==> config.mk <==
export PLATFORM = sky130hd
export DESIGN_NAME = stable_matching_engine
export DESIGN_NICKNAME = d
export VERILOG_FILES = /design/src/rtl/sme_pkg.sv /design/src/rtl/stable_matching_engine.sv
export SDC_FILE = /design/constraint.sdc
export NUM_CORES = 2
export LEC_CHECK = 0
export BUFFER_PORTS_ARGS = -buffer_cell sky130_fd_sc_hd__buf_2
export CAP_MARGIN = 10
export CORE_ASPECT_RATIO = 0.75
export CORE_MARGIN = 2
export CORE_UTILIZATION = 57
export DETAILED_ROUTE_END_ITERATION = 6
export PLACE_DENSITY = 0.82
export SYNTH_ARGS = -nofsm -noshare
export SYNTH_HDL_FRONTEND = slang
export SYNTH_SLANG_ARGS = --single-unit
export TNS_END_PERCENT = 50
==> constraint.sdc <==
create_clock -name i_clk -period 5.4 [get_ports i_clk]
set_clock_uncertainty 0.2 [all_clocks]
set_input_delay 1.08 -clock i_clk [delete_from_list [all_inputs] [get_ports i_clk]]
set_output_delay 1.08 -clock i_clk [all_outputs]
set_load 0.02 [all_outputs]
==> src/rtl/sme_pkg.sv <==
package sme_pkg;

    localparam int MAX_N        = 16;
    localparam int IDX_W        = $clog2(MAX_N);
    localparam int CNT_W        = IDX_W + 1;
    localparam int PAIR_COUNT_W = 5;
    localparam int OP_W         = 2;
    localparam int FIELD_W      = 4;
    localparam int IN_DATA_W    = 16;
    localparam int OUT_DATA_W   = 8;

    localparam logic [OP_W-1:0] OP_LOAD_PREF = 2'd0;
    localparam logic [OP_W-1:0] OP_LOAD_RANK = 2'd1;
    localparam logic [OP_W-1:0] OP_RUN       = 2'd2;

    typedef logic [IDX_W-1:0] t_idx;
    typedef logic [CNT_W-1:0] t_cnt;

endpackage

==> src/rtl/stable_matching_engine.sv <==
// Channel   Dir  tdata (low bit up)                 tuser   tlast
// s_axis    in   person[3:0] position[7:4]          op      -
//                partner[11:8], zero pad to 16
// m_axis    out  acceptor[3:0] proposer[7:4]        -       last pair
// cfg       in   i_cfg_wdata = pair_count (5 bits), written when i_cfg_we
//
// Loads are written straight into the tables; ready stays high in idle.
// A run does a setup step, then per queue pop: an exhausted list drops the proposer;
// a refused or free-acceptor proposal needs only the preference read, and a contest also
// reads the rank memory twice (single read port); at most n*n proposals; then n pairs out.
// Ready is low from a run transaction until the last pair is taken; output stalls hold.
// Reset clears control, engagements and the queue; the preference and rank memories are not.
module stable_matching_engine (
    input  logic                           i_clk,
    input  logic                           i_rst_n,
    input  logic                           i_cfg_we,
    input  logic [sme_pkg::PAIR_COUNT_W-1:0] i_cfg_wdata,   // pair_count
    input  logic                           s_axis_tvalid,
    output logic                           s_axis_tready,
    input  logic [sme_pkg::IN_DATA_W-1:0]  s_axis_tdata,    // person, position, partner
    input  logic [sme_pkg::OP_W-1:0]       s_axis_tuser,    // op
    output logic                           m_axis_tvalid,
    input  logic                           m_axis_tready,
    output logic [sme_pkg::OUT_DATA_W-1:0] m_axis_tdata,    // acceptor, proposer
    output logic                           m_axis_tlast     // last
);

    localparam logic [2:0] S_IDLE   = 3'd0;
    localparam logic [2:0] S_POP    = 3'd1;
    localparam logic [2:0] S_PREF   = 3'd2;
    localparam logic [2:0] S_RANK   = 3'd3;
    localparam logic [2:0] S_CMP    = 3'd4;
    localparam logic [2:0] S_OUT    = 3'd5;

    localparam int MEM_AW = 2 * sme_pkg::IDX_W;
    localparam int MEM_D  = sme_pkg::MAX_N * sme_pkg::MAX_N;

    logic [2:0]                         r_state;
    logic [sme_pkg::PAIR_COUNT_W-1:0]   r_pair_count;
    sme_pkg::t_cnt                      w_n;

    sme_pkg::t_cnt                      r_next_choice [sme_pkg::MAX_N];
    logic [sme_pkg::MAX_N-1:0]          r_eng_valid;
    sme_pkg::t_idx                      r_eng_id      [sme_pkg::MAX_N];
    sme_pkg::t_idx                      r_fifo        [sme_pkg::MAX_N];
    sme_pkg::t_idx                      r_head;
    sme_pkg::t_idx                      r_tail;
    sme_pkg::t_cnt                      r_count;

    sme_pkg::t_idx                      r_prop;
    sme_pkg::t_idx                      r_acc;
    sme_pkg::t_idx                      r_cur;
    logic [sme_pkg::FIELD_W-1:0]        r_rank_new;
    sme_pkg::t_idx                      r_idx;

    logic [sme_pkg::FIELD_W-1:0]        r_pref_mem [MEM_D];
    logic [sme_pkg::FIELD_W-1:0]        r_rank_mem [MEM_D];
    logic [sme_pkg::FIELD_W-1:0]        r_pref_q;
    logic [sme_pkg::FIELD_W-1:0]        r_rank_q;

    logic                               w_in_hs;
    logic [sme_pkg::OP_W-1:0]           w_op;
    sme_pkg::t_idx                      w_person;
    sme_pkg::t_idx                      w_position;
    sme_pkg::t_idx                      w_partner;
    logic                               w_pref_we;
    logic                               w_rank_we;
    logic [MEM_AW-1:0]                  w_pref_raddr;
    logic [MEM_AW-1:0]                  w_rank_raddr;
    sme_pkg::t_idx                      w_head_p;
    sme_pkg::t_idx                      w_a;
    logic                               w_out_last;

    always_comb begin
        if (r_pair_count == '0) begin
            w_n = sme_pkg::t_cnt'(1);
        end else if (sme_pkg::CNT_W'(r_pair_count) > sme_pkg::t_cnt'(sme_pkg::MAX_N)) begin
            w_n = sme_pkg::t_cnt'(sme_pkg::MAX_N);
        end else begin
            w_n = sme_pkg::CNT_W'(r_pair_count);
        end
    end

    assign s_axis_tready = (r_state == S_IDLE);
    assign w_in_hs       = s_axis_tvalid && s_axis_tready;
    assign w_op          = s_axis_tuser;
    assign w_person      = s_axis_tdata[3:0];
    assign w_position    = s_axis_tdata[7:4];
    assign w_partner     = s_axis_tdata[11:8];
    assign w_pref_we     = w_in_hs && (w_op == sme_pkg::OP_LOAD_PREF);
    assign w_rank_we     = w_in_hs && (w_op == sme_pkg::OP_LOAD_RANK);

    assign w_head_p      = r_fifo[r_head];
    assign w_a           = r_pref_q;
    assign w_pref_raddr  = {w_head_p, r_next_choice[w_head_p][sme_pkg::IDX_W-1:0]};
    assign w_rank_raddr  = (r_state == S_PREF) ? {w_a, r_prop} : {r_acc, r_cur};

    // preference and rank tables, one write and one registered read each
    always_ff @(posedge i_clk) begin
        if (w_pref_we) begin
            r_pref_mem[{w_person, w_position}] <= w_partner;
        end
        r_pref_q <= r_pref_mem[w_pref_raddr];
    end

    always_ff @(posedge i_clk) begin
        if (w_rank_we) begin
            r_rank_mem[{w_person, w_partner}] <= w_position;
        end
        r_rank_q <= r_rank_mem[w_rank_raddr];
    end

    always_ff @(posedge i_clk) begin
        if (!i_rst_n) begin
            r_state      <= S_IDLE;
            r_pair_count <= sme_pkg::PAIR_COUNT_W'(sme_pkg::MAX_N);
            r_eng_valid  <= '0;
            r_head       <= '0;
            r_tail       <= '0;
            r_count      <= '0;
            r_idx        <= '0;
            for (int i = 0; i < sme_pkg::MAX_N; i++) begin
                r_next_choice[i] <= '0;
            end
        end else begin
            if (i_cfg_we) begin
                r_pair_count <= i_cfg_wdata;
            end
            case (r_state)
                S_IDLE: begin
                    if (w_in_hs && (w_op == sme_pkg::OP_RUN)) begin
                        for (int i = 0; i < sme_pkg::MAX_N; i++) begin
                            r_next_choice[i] <= '0;
                            r_fifo[i]        <= sme_pkg::IDX_W'(i);
                        end
                        r_eng_valid <= '0;
                        r_head      <= '0;
                        r_tail      <= w_n[sme_pkg::IDX_W-1:0];
                        r_count     <= w_n;
                        r_state     <= S_POP;
                    end
                end
                S_POP: begin
                    if (r_count == '0) begin
                        r_idx   <= '0;
                        r_state <= S_OUT;
                    end else begin
                        r_head  <= r_head + 1'b1;
                        r_count <= r_count - 1'b1;
                        r_prop  <= w_head_p;
                        if (r_next_choice[w_head_p] < w_n) begin
                            r_next_choice[w_head_p] <= r_next_choice[w_head_p] + 1'b1;
                            r_state <= S_PREF;
                        end
                    end
                end
                S_PREF: begin
                    r_acc <= w_a;
                    r_cur <= r_eng_id[w_a];
                    if (sme_pkg::CNT_W'(w_a) >= w_n) begin
                        r_fifo[r_tail] <= r_prop;
                        r_tail         <= r_tail + 1'b1;
                        r_count        <= r_count + 1'b1;
                        r_state        <= S_POP;
                    end else if (!r_eng_valid[w_a]) begin
                        r_eng_valid[w_a] <= 1'b1;
                        r_eng_id[w_a]    <= r_prop;
                        r_state          <= S_POP;
                    end else begin
                        r_state <= S_RANK;
                    end
                end
                S_RANK: begin
                    r_rank_new <= r_rank_q;
                    r_state    <= S_CMP;
                end
                S_CMP: begin
                    // ties keep the current partner
                    if (r_rank_new < r_rank_q) begin
                        r_fifo[r_tail]  <= r_cur;
                        r_eng_id[r_acc] <= r_prop;
                    end else begin
                        r_fifo[r_tail]  <= r_prop;
                    end
                    r_tail  <= r_tail + 1'b1;
                    r_count <= r_count + 1'b1;
                    r_state <= S_POP;
                end
                S_OUT: begin
                    if (m_axis_tready) begin
                        r_idx <= r_idx + 1'b1;
                        if (w_out_last) begin
                            r_state <= S_IDLE;
                        end
                    end
                end
                default: begin
                    r_state <= S_IDLE;
                end
            endcase
        end
    end

    assign w_out_last    = ((sme_pkg::CNT_W'(r_idx) + 1'b1) == w_n);
    assign m_axis_tvalid = (r_state == S_OUT);
    assign m_axis_tlast  = w_out_last;
    assign m_axis_tdata  = {(r_eng_valid[r_idx] ? r_eng_id[r_idx] : sme_pkg::t_idx'(0)), r_idx};

endmodule

## Word level (Yosys, flattened, before mapping)

Memories as Yosys holds them, arrays and structs flattened. A register that Yosys moved wholly into a read port is not among the register bits.
Cells that the tools add are included.

- Add/sub/neg operators: 7
- Multipliers: 0
- Divide/modulo/power cells: 0
- Magnitude comparators: 7
- Eq/ne operators: 17
- Shift-type cells: 0
- Muxes and demuxes: 97
- Bitwise gates (word level): 20
- Reduce and logical (&&, ||, !) cells: 26

Operators by type and width:

| cell | count |
|---|---|
| $mux 5 | 22 |
| $mux 4 | 18 |
| $mux 16 | 3 |
| $mux 1 | 37 |
| $pmux 16 s2 | 1 |
| $pmux 5 s4 | 1 |
| $or 1x1->1 | 18 |
| $pmux 3 s6 | 1 |
| $or 16x16->16 | 1 |
| $pmux 4 s2 | 2 |
| $mux 3 | 5 |
| $add 4x1->4 const B | 3 |
| $pmux 4 s3 | 1 |
| $reduce_and 3->1 | 4 |
| $reduce_and 4->1 | 3 |
| $add 5x1->5 const B | 2 |
| $logic_not 5->1 | 2 |
| $lt 4x5->1 const B | 2 |
| $bmux 1 s4 | 2 |
| $mux 8 | 1 |
| $ne 2x1->1 const B | 4 |
| $ne 2x2->1 const B | 4 |
| $reduce_or 4->1 | 2 |
| $eq 3x2->1 const B | 2 |
| other kinds (24) | 33 |

- Register bits after elaboration: 53
- Bits in latches: 0
- Memory bits (writable): 2,256
- Bits in read-only memories: 0
- Bits of input ports: 28
- Word-level logic and storage cells: 189
- Memories kept: 5

Memory list:

| name | words | width | read ports | clocked after memory_dff | wr ports | line | RTL |
|---|---|---|---|---|---|---|---|
| r_pref_mem | 256 | 4 | 1 | 1 | 1 | stable_matching_engine.sv:56 | `logic [sme_pkg::FIELD_W-1:0] r_pref_mem [MEM_D];` |
| r_rank_mem | 256 | 4 | 1 | 1 | 1 | stable_matching_engine.sv:57 | `logic [sme_pkg::FIELD_W-1:0] r_rank_mem [MEM_D];` |
| r_next_choice | 16 | 5 | 1 | 0 | 16 | stable_matching_engine.sv:42 | `sme_pkg::t_cnt r_next_choice [sme_pkg::MAX_N];` |
| r_eng_id | 16 | 4 | 2 | 2 | 1 | stable_matching_engine.sv:44 | `sme_pkg::t_idx r_eng_id [sme_pkg::MAX_N];` |
| r_fifo | 16 | 4 | 1 | 1 | 16 | stable_matching_engine.sv:45 | `sme_pkg::t_idx r_fifo [sme_pkg::MAX_N];` |

## Longest topological paths before layout

- Word-level depth: 12
- Gate-level depth with buffers: 26

## Least setup slack after synthesis

OpenSTA, ideal clock, no wires.

- Kind: register to register
- From: register with a tool-made name
- To: memory r_next_choice[5][0] (netlist bit), enable pin
- Setup time: 0.314 ns
- Arrival time: 4.916 ns
- Data required time: 4.886 ns
- Setup slack: -0.030 ns
- Stages on the path, launching flop included: 25
- Path buffers: 8
- Cell sequence: dfxtp_1 buf_6 mux4_2 mux2i_1 mux2i_1 buf_4 a211oi_2 a311oi_1 or3_4 nand2_4 inv_2 buf_6 buf_2 buf_2 clkbuf_1 ha_1 a21boi_1 o21a_1 o21a_1 o21ai_1 and3b_1 clkbuf_1 buf_2 nand3_1 nand2_1

RTL lines:

| element | line |
|---|---|
| end: declaration | stable_matching_engine.sv:42 |

==> results.sh <==
export IMPL_outcome="complete, but fails checks"
export IMPL_violations="DRC"
export IMPL_vias=59500
export IMPL_worstPathArrival_ns=5.84
export IMPL_dp_final_hpwl_um=156000
export IMPL_antenna_found_initial=8
export IMPL_pin_count=39
export IMPL_drt_wl_total_um=253000
export IMPL_postCtsHoldBufs=0
export IMPL_drc=1
export IMPL_syn_area_um2=95500
export IMPL_slew_violations=0
export IMPL_area_growth_pct=12.4
export IMPL_drive_above_1_share_pct=17.3
export IMPL_crit_type="register to register"
export IMPL_fin_nets=6520
export IMPL_cp_max_fo=38
export IMPL_vias_per_cell=6.69
export IMPL_dr_pass1_iters=7
export IMPL_seq_area_frac_synth_pct=72.7
export IMPL_ant_nets=0
export IMPL_grt_pass1_vias=57800
export IMPL_dp_slack_ns=-0.0657
export IMPL_die_w_um=477
export IMPL_ys_seq_elements=2329
export IMPL_rows=130
export IMPL_htreeDepth=4
export IMPL_clock_root_buffer="clkbuf_16"
export IMPL_synth_mux_area_share_pct=10.2
export IMPL_layout_min_cycle_time_ns=5.31
export IMPL_clock_latency_ns=0.84
export IMPL_power_density_nw_per_um2=343
export IMPL_grt_overflow_total=0
export IMPL_setup_viol=0
export IMPL_clock_sinks=2329
export IMPL_synth_edf_count=2272
export IMPL_fin_cells=8895
export IMPL_port_buffers=34
export IMPL_synth_compound_area_share_pct=4.56
export IMPL_cts_buffers=207
export IMPL_die_area_um2=171000
export IMPL_place_congestion=0.934
export IMPL_holdCritPathClass="register to register"
export IMPL_max_freq_ghz=0.188
export IMPL_ir_drop_mv=0.281
export IMPL_cpMostUsedCell="buf_12"
export IMPL_die_y_um=358
export IMPL_syn_area_per_cell_um2=15.4
export IMPL_worst_slew_margin_rel_pct=15.5
export IMPL_ys_flop_type="edfxtp_1"
export IMPL_cts_tree="built"
export IMPL_cp_end_kind="register"
export IMPL_first_iter_violations=10500
export IMPL_start_util_pct=57.2
export IMPL_grt_pass1_wl_um=371000
export IMPL_worstMarginPinSlew_ns=1.24
export IMPL_startpoint_type="register"
export IMPL_cp_cell_sequence="mux4_2 -> a22o_1 -> nor2_2 -> buf_12 -> inv_2 -> buf_12 -> a211oi_1 -> o21a_1 -> or4_4 -> inv_8 -> buf_12 -> buf_12 -> buf_4 -> nand2_1 -> nand3_1 -> nand4_1 -> nand4_1 -> a22o_1 -> a2111oi_1 -> buf_4 -> nand4_1"
export IMPL_synth_xor_area_share_pct=0.147
export IMPL_synth_fa_ha_area_share_pct=0.296
export IMPL_coreArea_um2=167000
export IMPL_clkTransAtPathRegs_ns=0.07
export IMPL_syn_num_nets=6268
export IMPL_grtUsageTotal_pct=29.2
export IMPL_slowest_stage="mux4_2"
export IMPL_ys_types=85
export IMPL_synth_top_family_by_area="multiplexers"
export IMPL_clockBufferDepth=3
export IMPL_synth_simple_area_share_pct=10.1
export IMPL_cp_required_ns=5.93
export IMPL_drv_cap=0
export IMPL_dp_cells=8502
export IMPL_crit_path_max_incr_delay_ns=0.58
export IMPL_min_period_over_period_pct=98.4
export IMPL_wl_per_cell_um=28.4
export IMPL_worst_slack_ns=0.0878
export IMPL_async_flop_share_pct=0
export IMPL_synthCells=6218
export IMPL_p_leak_nw=34.9
export IMPL_synth_warnings=0
export IMPL_hold_viol=0
export IMPL_grt_max_degree=217
-- routing by layer --
layer  vias up  wire length (um)  global-route usage [%]
met4         6             10100                    11.5
met1     29300             90900                    40.4
met3       824             38900                    9.07
li1      24400                 -                       -
met5         -                46                       0
met2      5025            113000                    43.9
-- layout make-up --
type                            instances  area, um2
Tap cell                             2244       2810
Clock buffer                          252       5500
Timing Repair Buffer                  439       3860
Antenna cell                            6       15.0
Sequential cell                      2329      69400
Multi-Input combinational cell       3466      24400
Inverter                               27        119
Clock inverter                        132       1240
Fill cell                           10800      59600
-- stage by stage --
stage	hold WS (ns)	area [um2]	utilization [%]	TNS [ns]	power [W]
after floorplan	0.206	95500	-	-0.459	0.0213
after global placement	0.218	100000	60.2	-0.0492	0.0222
after detailed placement	0.222	100000	60.2	-0.145	0.0223
after CTS	0.241	107000	64.2	0	0.0368
after global routing	0.245	107000	64.3	-0.0484	0.0376
final	0.248	107000	64.3	0	0.0368
-- final timing paths --
path                                          start                      end  slack [ns]  depth (start not counted)
worst max-delay path                       register      r_pref_q[0]$_DFF_P_        0.09                         21
worst min-delay path            r_rank_q[3]$_DFF_P_  r_rank_new[3]$_DFFE_PP_        0.25                          0
worst max register to register             register      r_pref_q[0]$_DFF_P_        0.09                         21
worst min register to register  r_rank_q[3]$_DFF_P_  r_rank_new[3]$_DFFE_PP_        0.25                          0
-- synthesized netlist by cell type (all sizes together) (10+ instances only) --
master,number,share of area [%]
a21oi,97,0.51
clkbuf,208,0.82
nor4,10,0.072
a31oi,100,0.66
edfxtp,2272,71
nor2,804,3.2
a32oi,73,0.67
ha,21,0.28
a211oi,102,0.83
and2,75,0.49
nand4,60,0.39
mux4,336,7.9
a22oi,14,0.12
mux2,11,0.13
nand2,956,3.8
nor3,27,0.14
inv,26,0.10
nand3,204,1.1
dfxtp,57,1.2
mux2i,207,2.2
nand3b,11,0.086
a311oi,65,0.60
or3,13,0.096
buf,188,1.1
and3,55,0.36
o211ai,14,0.11
o21ai,45,0.24
nor2b,26,0.17
-- power breakdown --
| group | internal, W | switching (W) | total, W |
|---|---|---|---|
| Sequential | 0.0199 | 0.0000354 | 0.0199 |
| Clock | 0.00820 | 0.00662 | 0.0148 |
| Combinational | 0.000645 | 0.00147 | 0.00212 |
| Total | 0.0287 | 0.00812 | 0.0368 |
-- critical path, delay by kind of cell, from the launching register on --
kind,cells,cell delay (ns)
multiplexers,1,0.58
AO/OA/AOI/OAI,5,1.62
buffers and inverters,8,1.26
AND/OR/NAND/NOR,7,1.01
flip-flops,1,0.44
-- layout by cell type (no fill, tap or decap), types with 48 or more instances in the layout --
cell type and count:
edfxtp_1 2272, nand2_1 945, nor2_1 796, buf_4 357
mux4_2 336, clkbuf_16 213, nand3_1 204, mux2i_1 199
a31oi_1 100, a211oi_1 99, a21oi_1 96, and2_1 75
a32oi_1 73, a311oi_1 65, nand4_1 60, and3_1 55
dfxtp_1 54, clkinv_2 48
-- registers in the layout, summed over array words and instances (netlist names), 5 cells and up, named ones only --
name / flops
r_pref_mem: 1024
r_rank_mem: 1024
r_next_choice: 80
r_eng_id: 64
r_fifo: 64
r_eng_valid: 16
r_count: 5
r_pair_count: 5
-- what timing repair did --
item                       in CTS  in global routing
hold endpoints to repair        0                  0
buffers inserted                0                  2
setup endpoints to repair       4                108
pin swaps                       0                  1
gates resized for setup         4                 15
-- cell families (layout without fill, tap and decap cells) --
group,after synthesis,in the layout
xor gates and xnor gates,16,16
other,0,6
AOI/OAI and AO/OA,601,601
muxes,554,554
buffers and inverters,423,850
adders and majority gates,22,22
and+or+nand+nor,2273,2273
DFF,2329,2329
No activity file was read; power rests on OpenSTA's default activity.
